===== src/dmwtc_pkg.sv =====
// Shared types and constants for the direct-mapped write-through cache core.
`default_nettype none
package dmwtc_pkg;

    localparam int ADDR_W     = 10;
    localparam int WORD_W     = 32;
    localparam int RECIP_W    = 12;
    localparam int DIV_CNT_W  = 4;
    localparam int SHIFT_W    = 5;
    localparam int LINE_OUT_W = 4;
    localparam int OFF_OUT_W  = 2;
    localparam int TAG_OUT_W  = 4;

    typedef enum logic [3:0] {
        ST_INIT,
        ST_IDLE,
        ST_DIV_MOD,
        ST_DIV_TAG,
        ST_DIV_LRAW,
        ST_DIV_LINE,
        ST_DIV_OFF,
        ST_TAG_RD,
        ST_CHECK,
        ST_MEM_WR,
        ST_FILL,
        ST_HIT_RD,
        ST_DONE
    } st_t;

    typedef enum logic [1:0] {
        DIV_MEM,
        DIV_CACHE,
        DIV_BLOCK,
        DIV_LINES
    } div_op_t;

    typedef struct packed {
        logic              start;
        div_op_t           op;
        logic [ADDR_W-1:0] dividend;
    } div_req_t;

    typedef struct packed {
        logic              done;
        logic [ADDR_W-1:0] quot;
        logic [ADDR_W-1:0] rem;
    } div_rsp_t;

    typedef struct packed {
        logic              valid;
        logic [ADDR_W-1:0] tag;
    } tag_ent_t;

endpackage
`default_nettype wire


===== src/dmwtc_div.sv =====
// Shared divide-by-constant unit: shift and mask for powers of two, else reciprocal multiply.
`default_nettype none
module dmwtc_div #(
    parameter int MEM_WORDS   = 1024,
    parameter int CACHE_WORDS = 64,
    parameter int BLOCK_WORDS = 4,
    parameter int NUM_LINES   = 16
) (
    input  wire                 clk,
    input  wire                 rst_n,
    input  dmwtc_pkg::div_req_t req,
    output dmwtc_pkg::div_rsp_t rsp
);

    localparam int AW = dmwtc_pkg::ADDR_W;
    localparam int SW = dmwtc_pkg::SHIFT_W;
    localparam int CW = dmwtc_pkg::DIV_CNT_W;
    localparam int RW = dmwtc_pkg::RECIP_W;
    localparam int PW = AW + RW;

    localparam logic [63:0] ONE = 64'd1;

    // keep low bits only: quotient times divisor never exceeds the dividend
    localparam logic [AW-1:0] DV_MEM   = AW'(MEM_WORDS);
    localparam logic [AW-1:0] DV_CACHE = AW'(CACHE_WORDS);
    localparam logic [AW-1:0] DV_BLOCK = AW'(BLOCK_WORDS);
    localparam logic [AW-1:0] DV_LINES = AW'(NUM_LINES);

    localparam bit P2_MEM   = (MEM_WORDS & (MEM_WORDS - 1)) == 0;
    localparam bit P2_CACHE = (CACHE_WORDS & (CACHE_WORDS - 1)) == 0;
    localparam bit P2_BLOCK = (BLOCK_WORDS & (BLOCK_WORDS - 1)) == 0;
    localparam bit P2_LINES = (NUM_LINES & (NUM_LINES - 1)) == 0;

    localparam logic [SW-1:0] SH_MEM   = SW'($clog2(MEM_WORDS));
    localparam logic [SW-1:0] SH_CACHE = SW'($clog2(CACHE_WORDS));
    localparam logic [SW-1:0] SH_BLOCK = SW'($clog2(BLOCK_WORDS));
    localparam logic [SW-1:0] SH_LINES = SW'($clog2(NUM_LINES));

    localparam logic [AW-1:0] MK_MEM   = AW'(MEM_WORDS - 1);
    localparam logic [AW-1:0] MK_CACHE = AW'(CACHE_WORDS - 1);
    localparam logic [AW-1:0] MK_BLOCK = AW'(BLOCK_WORDS - 1);
    localparam logic [AW-1:0] MK_LINES = AW'(NUM_LINES - 1);

    localparam int RS_MEM_I   = AW + $clog2(MEM_WORDS);
    localparam int RS_CACHE_I = AW + $clog2(CACHE_WORDS);
    localparam int RS_BLOCK_I = AW + $clog2(BLOCK_WORDS);
    localparam int RS_LINES_I = AW + $clog2(NUM_LINES);

    localparam logic [SW-1:0] RS_MEM   = SW'(RS_MEM_I);
    localparam logic [SW-1:0] RS_CACHE = SW'(RS_CACHE_I);
    localparam logic [SW-1:0] RS_BLOCK = SW'(RS_BLOCK_I);
    localparam logic [SW-1:0] RS_LINES = SW'(RS_LINES_I);

    localparam logic [RW-1:0] RC_MEM   =
        RW'(((ONE << RS_MEM_I) + 64'(MEM_WORDS) - ONE) / 64'(MEM_WORDS));
    localparam logic [RW-1:0] RC_CACHE =
        RW'(((ONE << RS_CACHE_I) + 64'(CACHE_WORDS) - ONE) / 64'(CACHE_WORDS));
    localparam logic [RW-1:0] RC_BLOCK =
        RW'(((ONE << RS_BLOCK_I) + 64'(BLOCK_WORDS) - ONE) / 64'(BLOCK_WORDS));
    localparam logic [RW-1:0] RC_LINES =
        RW'(((ONE << RS_LINES_I) + 64'(NUM_LINES) - ONE) / 64'(NUM_LINES));

    localparam logic [CW-1:0] CNT_MUL = CW'(2);
    localparam logic [CW-1:0] CNT_SUB = CW'(1);

    logic          busy_reg;
    logic          done_reg;
    logic [CW-1:0] cnt_reg;
    logic [AW-1:0] rem_reg;
    logic [AW-1:0] quot_reg;
    logic [AW-1:0] dv_reg;
    logic [RW-1:0] rc_reg;
    logic [SW-1:0] rs_reg;

    logic [AW-1:0] sel_dv;
    logic          sel_p2;
    logic [SW-1:0] sel_sh;
    logic [AW-1:0] sel_mk;
    logic [RW-1:0] sel_rc;
    logic [SW-1:0] sel_rs;
    logic [PW-1:0] prod;
    logic [AW-1:0] recip_q;
    logic [AW-1:0] back_prod;

    always_comb
    begin
        unique case (req.op)
            dmwtc_pkg::DIV_MEM:
            begin
                sel_dv = DV_MEM;
                sel_p2 = P2_MEM;
                sel_sh = SH_MEM;
                sel_mk = MK_MEM;
                sel_rc = RC_MEM;
                sel_rs = RS_MEM;
            end
            dmwtc_pkg::DIV_CACHE:
            begin
                sel_dv = DV_CACHE;
                sel_p2 = P2_CACHE;
                sel_sh = SH_CACHE;
                sel_mk = MK_CACHE;
                sel_rc = RC_CACHE;
                sel_rs = RS_CACHE;
            end
            dmwtc_pkg::DIV_BLOCK:
            begin
                sel_dv = DV_BLOCK;
                sel_p2 = P2_BLOCK;
                sel_sh = SH_BLOCK;
                sel_mk = MK_BLOCK;
                sel_rc = RC_BLOCK;
                sel_rs = RS_BLOCK;
            end
            default:
            begin
                sel_dv = DV_LINES;
                sel_p2 = P2_LINES;
                sel_sh = SH_LINES;
                sel_mk = MK_LINES;
                sel_rc = RC_LINES;
                sel_rs = RS_LINES;
            end
        endcase
    end

    always_comb
    begin
        prod      = PW'(rem_reg) * PW'(rc_reg);
        recip_q   = AW'(prod >> rs_reg);
        back_prod = quot_reg * dv_reg;
    end

    always_ff @(posedge clk or negedge rst_n)
    begin
        if (!rst_n)
        begin
            busy_reg <= 1'b0;
            done_reg <= 1'b0;
            cnt_reg  <= '0;
        end
        else
        begin
            done_reg <= 1'b0;
            if (req.start)
            begin
                if (sel_p2)
                begin
                    done_reg <= 1'b1;
                end
                else
                begin
                    busy_reg <= 1'b1;
                    cnt_reg  <= CNT_MUL;
                end
            end
            else if (busy_reg)
            begin
                cnt_reg <= cnt_reg - 1'b1;
                if (cnt_reg == CNT_SUB)
                begin
                    busy_reg <= 1'b0;
                    done_reg <= 1'b1;
                end
            end
        end
    end

    always_ff @(posedge clk)
    begin
        if (req.start)
        begin
            dv_reg <= sel_dv;
            rc_reg <= sel_rc;
            rs_reg <= sel_rs;
            if (sel_p2)
            begin
                quot_reg <= req.dividend >> sel_sh;
                rem_reg  <= req.dividend & sel_mk;
            end
            else
            begin
                quot_reg <= '0;
                rem_reg  <= req.dividend;
            end
        end
        else if (busy_reg)
        begin
            if (cnt_reg == CNT_MUL)
            begin
                quot_reg <= recip_q;
            end
            else
            begin
                rem_reg <= rem_reg - back_prod;
            end
        end
    end

    assign rsp.done = done_reg;
    assign rsp.quot = quot_reg;
    assign rsp.rem  = rem_reg;

endmodule
`default_nettype wire


===== config.mk =====
export PLATFORM = sky130hd
export DESIGN_NAME = dmwtc_div
export DESIGN_NICKNAME = d
export VERILOG_FILES = /design/src/dmwtc_pkg.sv /design/src/dmwtc_div.sv
export SDC_FILE = /design/constraint.sdc
export NUM_CORES = 1
export LEC_CHECK = 0
export BUFFER_PORTS_ARGS = -buffer_cell sky130_fd_sc_hd__buf_2
export CORE_MARGIN = 8
export CORE_UTILIZATION = 45
export CTS_CLUSTER_DIAMETER = 30
export DETAILED_ROUTE_END_ITERATION = 8
export SYNTH_ARGS = -nofsm -noshare
export SYNTH_HDL_FRONTEND = slang
export SYNTH_SLANG_ARGS = --single-unit

===== constraint.sdc =====
create_clock -name clk -period 4.27 [get_ports clk]
set_clock_uncertainty 0.15 [all_clocks]
set_input_delay 0.427 -clock clk [delete_from_list [all_inputs] [get_ports clk]]
set_output_delay 0.427 -clock clk [all_outputs]
set_load 0.01 [all_outputs]

==> flow_summary.ini, run 1 <==
[status]
outcome = finished, final reports clean

[critical_path]
slowest_stage = fa_1
crit-reg2reg-launch = rs_reg[1]
cp_cell_sequence = and2_1 -> ha_1 -> ha_1 -> ha_1 -> fa_1 -> ha_1 -> inv_1 -> ha_1 -> a21o_1 -> a21o_1 -> a41oi_2 -> xnor2_1 -> o21ai_1
r2r_slack_ns = 0.58
timing.critical_path.slowest_cell_delay_ns = 0.48
worstPathRequired_ns = 4.13
timing.critical_path.from = rs_reg[1]
worst-path-buf-inv = 1
start_kind = flip-flop
worst-path-max-fanout = 6
critical-path-top-delay-family = adder cells
arrival_time_at_the_worst_endpoint_ns = 3.56
worst_setup_path_end_kind = flip-flop
crit_path_frequent_cell = ha_1
timing.setup.critical_path_class = reg2reg

[placed_design]
dp_worst_setup_slack_ns = 0.579
gpl.final_weighted_congestion = 0.843
place.port_buffers = 35
place.detailed.hpwl_um = 5310
placed_cells_incl_taps = 403

[timing]
timing.final.ws_setup_ns = 0.577
fin_worst_hold_slack_ns = 0.278
finalSetupViolCount = 0
slew_violations = 0
hold_viol = 0
max-slew-margin-rel = 0.602
clock.fmax_mhz = 271
finalSetupTns_ns = 0
post_layout_minimum_cycle_time_ns = 3.69
post-route-period-util = 0.865
setup_repair_after_global_routing_missed_its_margin = false
worst-slew-pin-transition_ns = 0.597

[synthesis]
syn_inst = 305
yosysWarningCount = 0
seq_area_frac_synth = 0.331
syn-num-nets = 359
syn-mean-instance-area_sq_um = 9.21
ys_ff_latch = 32
number_of_enable_type_register_cells_in_the_synthesized_netlist = 26
asyncSetResetFlopFracSynth = 0.188
yosysUniqueCellTypes = 40
post_synth_instance_area_sq_um = 2810
dominantRegCellSynth = edfxtp_1

[finish]
layout.nets = 390
flow.area_growth_from_synthesis_pct = 12.2
final_cell_mix = inv_1, nand2_1, buf_2
layout_commonest_cell = inv_1
antennaDiodeCount = 0
drive_gt1_frac = 0.160
post_layout_nonfiller_instances = 412

[global_route]
grt.total_usage = 0.153
grt_pass1_wl_um = 10600
largest_net_degree_at_the_start_of_global_routing = 33
initial_antenna_violation_count = 0
globalRoute.totalOverflow = 0
via_count_of_the_first_global_routing_pass = 2155

[job]
count_of_max_cap_constraint_violations = 0

[power_and_ir_drop]
p_leak_nw = 1.47
power_density_nw_per_um2 = 741
max-vdd-ir-drop_mv = 0.413

[floorplanning]
die_width_um = 95.0
die_area_sq_um = 9030
row_count = 28
num_io_pins = 36
die_h_um = 95.0
initial_utilization = 0.469
core_area_sq_um = 5990

[routing]
detail_route.wl_per_cell_um = 15.9
antenna_violating_nets_post_route = 0
drt_iter0_markers = 184
detailroute.via_count = 2204
remaining_drc_errors = 0
vias_per_cell = 5.35
drt_first_pass_iters = 4
route.final.wire_length_um = 6570

[clocking]
clock_tree.root_cell = clkbuf_8
post-cts-setup-buffers = 0
tritoncts.num_buffers = 5
cts_tree = built
numClockSinks = 32
cts.clk_slew.worst_paths_ns = 0.07
clkLatencyLatePin_ns = 0.29
cts_max_level = 2
cts_max_path_buffers = 2

[worst_hold_path]
hold_path.class = in2reg
min_from = req[0]
Yosys cell counts, drive strengths merged (2+ instances only):
library cell  instances  share of area
a32o                  3          0.011
a21boi                2         0.0053
nand2b                2         0.0045
edfxtp               26           0.28
nor3                  2         0.0036
buf                   6          0.012
nor2                 14          0.019
ha                   34           0.15
o22ai                 4         0.0089
xnor2                13          0.043
a221oi                7          0.022
mux2i                10          0.036
nand2                37          0.049
or3                   2         0.0045
nor3b                 3         0.0080
a31oi                 2         0.0045
dfrtp                 6          0.053
and2                 16          0.036
mux2                  5          0.020
o31ai                 2         0.0053
o21bai                2         0.0053
nor2b                 3         0.0067
a21oi                10          0.018
a21o                  3         0.0080
fa                    5          0.036
nand3                 5         0.0089
xor2                  7          0.022
inv                  41          0.055
o21ai                19          0.034
clkbuf                8          0.011
metrics by stage:
step | util | power (mW) | instance area (sq um)
6_report | 0.526 | 2.34 | 3150
5_1_grt | 0.526 | 2.56 | 3150
4_1_cts | 0.526 | 2.36 | 3150
3_5_place_dp | 0.506 | 2.06 | 3030
3_3_place_gp | 0.506 | 2.02 | 3030
2_1_floorplan | - | 1.69 | 2810
worst min-delay path, cell delays in order:
cell and delay [ns]:
buf_2 0.07, nand2_1 0.04, o21ai_0 0.06
cell families (layout without fill, tap and decap cells):
logic type | Yosys count | count (layout) | synth area share
compound gates | 58 | 58 | 0.139
buf+inv | 55 | 87 | 0.0775
simple gates | 86 | 86 | 0.144
mux | 15 | 15 | 0.0557
flops | 32 | 32 | 0.331
fa+ha+maj | 39 | 39 | 0.187
xor+xnor | 20 | 20 | 0.0650
power by group:
part / internal, mW / total [mW] / switching, mW
Combinational: 0.654 / 1.43 / 0.771
Clock: 0.173 / 0.296 / 0.123
Sequential: 0.480 / 0.615 / 0.135
layout make-up:
cell class / instances / area [sq um]
Fill cell: 587 / 2840
Clock buffer: 5 / 68.8
Inverter: 41 / 154
Tap cell: 75 / 93.8
Multi-Input combinational cell: 218 / 1660
Sequential cell: 32 / 931
Timing Repair Buffer: 38 / 200
Clock inverter: 3 / 42.5
layer usage:
metal / track usage / wire, um / vias up
met1: 0.191 / 2990 / 1033
met4: 0.0468 / 103 / 0
met2: 0.257 / 3090 / 56
met5: 0 / 0 / -
li1: - / - / 1105
met3: 0.0349 / 376 / 10
worst paths after layout:
kind	to	cells after the start
max	rem_reg[9]	13
max reg2reg	rem_reg[9]	13
max in group asynchronous	cnt_reg[2]	2
min in group asynchronous	busy_reg	2
min	rem_reg[0]	3
min reg2reg	cnt_reg[3]	1
what timing repair did:
action | 4_1_cts | 5_1_grt
hold endpoints to repair | 6 | 0
endpoints found under the setup margin | 0 | 0
hold buffers | 1 | 0
resized for setup | 0 | 0
Power figures use the tool's default switching activity.
==> run 2: changes to the inputs <==
- CORE_UTILIZATION: 45 -> 31
- clock period: 4.27 -> 3.06 ns (I/O delays scaled with it)
==> flow_summary.ini, run 2 (synthesis results as in run 1) <==
[power_and_ir_drop]
power_density_nw_per_um2 = 1060
power_frac_seq = 0.221
report.power.total_mw = 3.77
clock_power_share = 0.109
max-vdd-ir-drop_mv = 0.509
p_switching_mw = 1.56
power_switching_share = 0.415
share_comb_of_total_power = 0.670
p_leak_nw = 1.58
intPower_mw = 2.20

[placed_design]
place.detailed.hpwl_um = 5810
placed_cells_incl_taps = 458
gpl.final_weighted_congestion = 0.823
place.port_buffers = 35

[critical_path]
start_kind = flip-flop
arrival_time_at_the_worst_endpoint_ns = 3.22
worst-path-max-fanout = 4
worstPathRequired_ns = 2.94
timing.setup.critical_path_class = reg2reg
worst_setup_path_end_kind = flip-flop

[timing]
clock.fmax_mhz = 300
finalSetupTns_ns = -0.608
worst-slew-pin-transition_ns = 0.573
max-slew-margin-rel = 0.617
finalSetupViolCount = 4
slew_violations = 0
hold_viol = 0
post-route-period-util = 1.09
timing.final.ws_setup_ns = -0.276
post_layout_minimum_cycle_time_ns = 3.34
setup_repair_after_global_routing_missed_its_margin = true

[floorplanning]
die_area_sq_um = 12400
core_area_sq_um = 8760
row_count = 34
die_h_um = 111
die_width_um = 111
initial_utilization = 0.321
num_io_pins = 36

[clocking]
tritoncts.num_buffers = 5
cts_max_path_buffers = 2
cts_max_level = 2
clkLatencyLatePin_ns = 0.29
clock_tree.root_cell = clkbuf_8
numClockSinks = 32
cts_tree = built
cts.clk_slew.worst_paths_ns = 0.07

[routing]
remaining_drc_errors = 0
detail_route.wl_per_cell_um = 15.5
vias_per_cell = 4.97
detailroute.via_count = 2339
antenna_violating_nets_post_route = 0
route.final.wire_length_um = 7280
drt_first_pass_iters = 4
drt_iter0_markers = 118

[global_route]
initial_antenna_violation_count = 0
via_count_of_the_first_global_routing_pass = 2325
globalRoute.totalOverflow = 0
largest_net_degree_at_the_start_of_global_routing = 32
grt.total_usage = 0.118
grt_pass1_wl_um = 11900

[worst_hold_path]
hold_path.class = in2reg

[finish]
drive_gt1_frac = 0.281
layout_commonest_cell = nand2_1
final.fill_count = 874
area.sequential_sq_um = 931
flow.area_growth_from_synthesis_pct = 26.3
final_cell_mix = nand2_1, inv_1, buf_2
post_layout_nonfiller_instances = 471
multi_input_comb_area_sq_um = 1830
antennaDiodeCount = 0
layout.nets = 416

[status]
outcome = complete, but fails checks
violations = setup timing

[job]
count_of_max_cap_constraint_violations = 0
[run 2: cell types whose count changed in the layout (fill, tap and decap cells not counted), moves of 2 or more]
cell,before,now
buf_4,2,28
ha_1,34,21
inv_2,0,6
inv_1,41,35
and2_1,16,14
and2_4,0,2
ha_4,0,12
[run 2: power by group through the flow]
stage	clock network, mW	registers (mW)	logic [mW]
2_1_floorplan	0	0.829	1.70
3_3_place_gp	0	0.839	2.37
3_5_place_dp	0	0.845	2.44
4_1_cts	0.416	0.836	2.55
5_1_grt	0.427	0.856	2.84
6_report	0.411	0.832	2.53
[run 2: layout make-up]
class                      instances  share of cell area
clock buffer                       6              0.0205
clock inverter                     2             0.00987
inverter                          41              0.0434
multi-input combinational        218               0.514
sequential                        32               0.262
tap                              108              0.0381
timing repair buffer              64               0.111
[run 2: path summary, 6_finish.rpt]
check | startpoint | end | slack, ns | depth (start not counted)
min in group asynchronous | rst_n | cnt_reg[3] | 0.22 | 2
max | rs_reg[1] | rem_reg[9] | -0.28 | 13
min reg2reg | cnt_reg[3] | cnt_reg[3] | 0.32 | 1
max in group asynchronous | rst_n | busy_reg | 2.40 | 2
max reg2reg | rs_reg[1] | rem_reg[9] | -0.28 | 13
min | req[0] | rem_reg[0] | 0.15 | 3
[run 2: repair_timing]
| action | 4_1_cts | 5_1_grt |
|---|---|---|
| endpoints found under the hold margin | 6 | 0 |
| pin swaps | 3 | 6 |
| endpoints found under the setup margin | 4 | 4 |
| buffers inserted | 3 | 2 |
| resized for setup | 3 | 5 |
| hold buffers | 1 | 0 |
[run 2: critical path, cell delays in order, from the launching register on]
cell	delay, ns
edfxtp_1	0.44
and2_4	0.18
ha_4	0.15
ha_4	0.27
ha_4	0.20
fa_1	0.45
ha_1	0.31
inv_2	0.07
ha_4	0.19
a21o_1	0.15
a21o_1	0.16
a41oi_2	0.16
xnor2_1	0.14
o21ai_1	0.07
[run 2: metal layers]
layer	share of wire	up-vias	track usage	wire length, um
li1	-	1157	-	-
met1	0.46	1112	0.154	3320
met2	0.47	62	0.187	3420
met3	0.064	8	0.0281	468
met4	0.0099	0	0.0320	72
met5	0	-	0	0
[run 2: through the flow]
stage | instance area, sq um | hold slack [ns] | worst slack, ns | utilization
2_1_floorplan | 2950 | -0.140 | -0.382 | -
3_3_place_gp | 3360 | -0.0162 | -0.229 | 0.383
3_5_place_dp | 3360 | -0.0114 | -0.285 | 0.383
4_1_cts | 3520 | 0.148 | -0.281 | 0.401
5_1_grt | 3550 | 0.168 | -0.394 | 0.405
6_report | 3550 | 0.150 | -0.276 | 0.405
==> run 3: changes to the inputs <==
- REMOVE_ABC_BUFFERS: unset -> 1
==> flow_summary.ini, run 3 (synthesis results as in run 1) <==
[clocking]
tritoncts.num_buffers = 5
cts_max_path_buffers = 2
clkLatencyLatePin_ns = 0.29
cts.clk_slew.worst_paths_ns = 0.07
numClockSinks = 32
cts_tree = built
clock_tree.root_cell = clkbuf_8
cts_max_level = 2

[floorplanning]
row_count = 34
initial_utilization = 0.321
die_h_um = 111
die_area_sq_um = 12400
die_width_um = 111
core_area_sq_um = 8760
num_io_pins = 36

[worst_hold_path]
min_path_cells = 3
hold_path.class = in2reg
min_from = req[0]
hold-path-endpoint = rem_reg[0]

[placed_design]
gpl.final_weighted_congestion = 0.835
place.detailed.hpwl_um = 5720
dp_worst_setup_slack_ns = -0.555
dpl_cell_area_sq_um = 3280
place.port_buffers = 35

[routing]
vias_per_cell = 4.91
drt_iter0_markers = 128
drt_first_pass_iters = 4
remaining_drc_errors = 0
antenna_violating_nets_post_route = 0
route.final.wire_length_um = 7440
detail_route.wl_per_cell_um = 15.6
detailroute.via_count = 2346

[critical_path]
timing.setup.critical_path_class = reg2reg
crit-reg2reg-launch = rs_reg[1]
worst_setup_path_end_kind = flip-flop
worst-path-max-fanout = 4
arrival_time_at_the_worst_endpoint_ns = 3.24
r2r_slack_ns = -0.30
rr_endpoint = rem_reg[9]
worst_r2r_path_depth = 13
start_kind = flip-flop
worstPathRequired_ns = 2.93

[status]
violations = setup timing
outcome = complete, but fails checks

[timing]
slew_violations = 0
fin_worst_hold_slack_ns = 0.169
worst-slew-pin-transition_ns = 0.561
post-route-period-util = 1.10
post_layout_minimum_cycle_time_ns = 3.36
clock.fmax_mhz = 297
finalSetupViolCount = 4
timing.final.ws_setup_ns = -0.305
setup_repair_after_global_routing_missed_its_margin = true
max-slew-margin-rel = 0.623
hold_viol = 0

[global_route]
initial_antenna_violation_count = 0
globalRoute.totalOverflow = 0
largest_net_degree_at_the_start_of_global_routing = 32
grt.total_usage = 0.118
via_count_of_the_first_global_routing_pass = 2445
grt_pass1_wl_um = 12200

[power_and_ir_drop]
report.power.total_mw = 4.00
p_leak_nw = 1.64
power_density_nw_per_um2 = 1090
max-vdd-ir-drop_mv = 0.555

[finish]
final_cell_mix = inv_1, nand2_1, buf_2
layout.nets = 423
final.fill_count = 846
area.sequential_sq_um = 931
layout_commonest_cell = inv_1
fin_util = 0.420
drive_gt1_frac = 0.322
antennaDiodeCount = 0
cell_area_after_layout_sq_um = 3680
multi_input_comb_area_sq_um = 1880
flow.area_growth_from_synthesis_pct = 31.0

[job]
count_of_max_cap_constraint_violations = 0
run 3: cell types whose count changed in the layout (fill, tap and decap cells not counted), sizes merged:
| cell | delta |
|---|---|
| buf | +7 |
| clkbuf | -1 |
| clkinvlp | +1 |
run 3: metrics by stage:
stage	cells	setup TNS, ns
2_1_floorplan	291	-2.41
3_3_place_gp	464	-1.38
3_5_place_dp	464	-1.62
4_1_cts	476	-0.705
5_1_grt	478	-1.20
6_report	478	-0.702
run 3: area by class of cell:
class,instances,area share
Clock buffer,5,0.0187
Inverter,41,0.0425
Clock inverter,3,0.0116
Timing Repair Buffer,71,0.128
Multi-Input combinational cell,218,0.510
Sequential cell,32,0.253
Tap cell,108,0.0367
run 3: metal layers:
metal / wire (um) / vias to the layer above / track usage / share of wire
li1: - / 1170 / - / -
met1: 3320 / 1120 / 0.149 / 0.45
met2: 3660 / 54 / 0.200 / 0.49
met3: 451 / 2 / 0.0319 / 0.061
met4: 8 / 0 / 0.0160 / 0.0011
met5: 0 / - / 0 / 0
run 3: timing repair:
item                                    CTS  global route
endpoints found under the setup margin    4             5
pin swaps                                25            15
setup buffers                             3             2
gates resized for setup                  25            18
endpoints found under the hold margin     6             0
hold buffers                              1             0
run 3: critical path, stage by stage, from the launching register on:
cell      delay [ns]
edfxtp_1        0.44
and2_4          0.18
ha_4            0.16
ha_4            0.28
ha_4            0.20
fa_1            0.44
ha_1            0.29
inv_2           0.07
ha_4            0.19
a21o_1          0.15
a21o_1          0.16
a41oi_2         0.18
xnor2_1         0.14
o21ai_1         0.08
run 3: how the worst max path moves through the flow:
stage,startpoint,endpoint,slack (ns),cells after the start
final,rs_reg[1],rem_reg[9],-0.30,13
after floorplan,rs_reg[1],rem_reg[9],-0.80,13
after detailed placement,rs_reg[1],rem_reg[9],-0.55,13
after global placement,rs_reg[1],rem_reg[9],-0.47,13
after global routing,rs_reg[1],rem_reg[9],-0.40,13
after CTS,dv_reg[6],rem_reg[9],-0.27,13
run 3: power breakdown:
part           switching, mW  internal [mW]
combinational           1.35           1.42
sequential             0.147          0.668
clock                  0.173          0.241
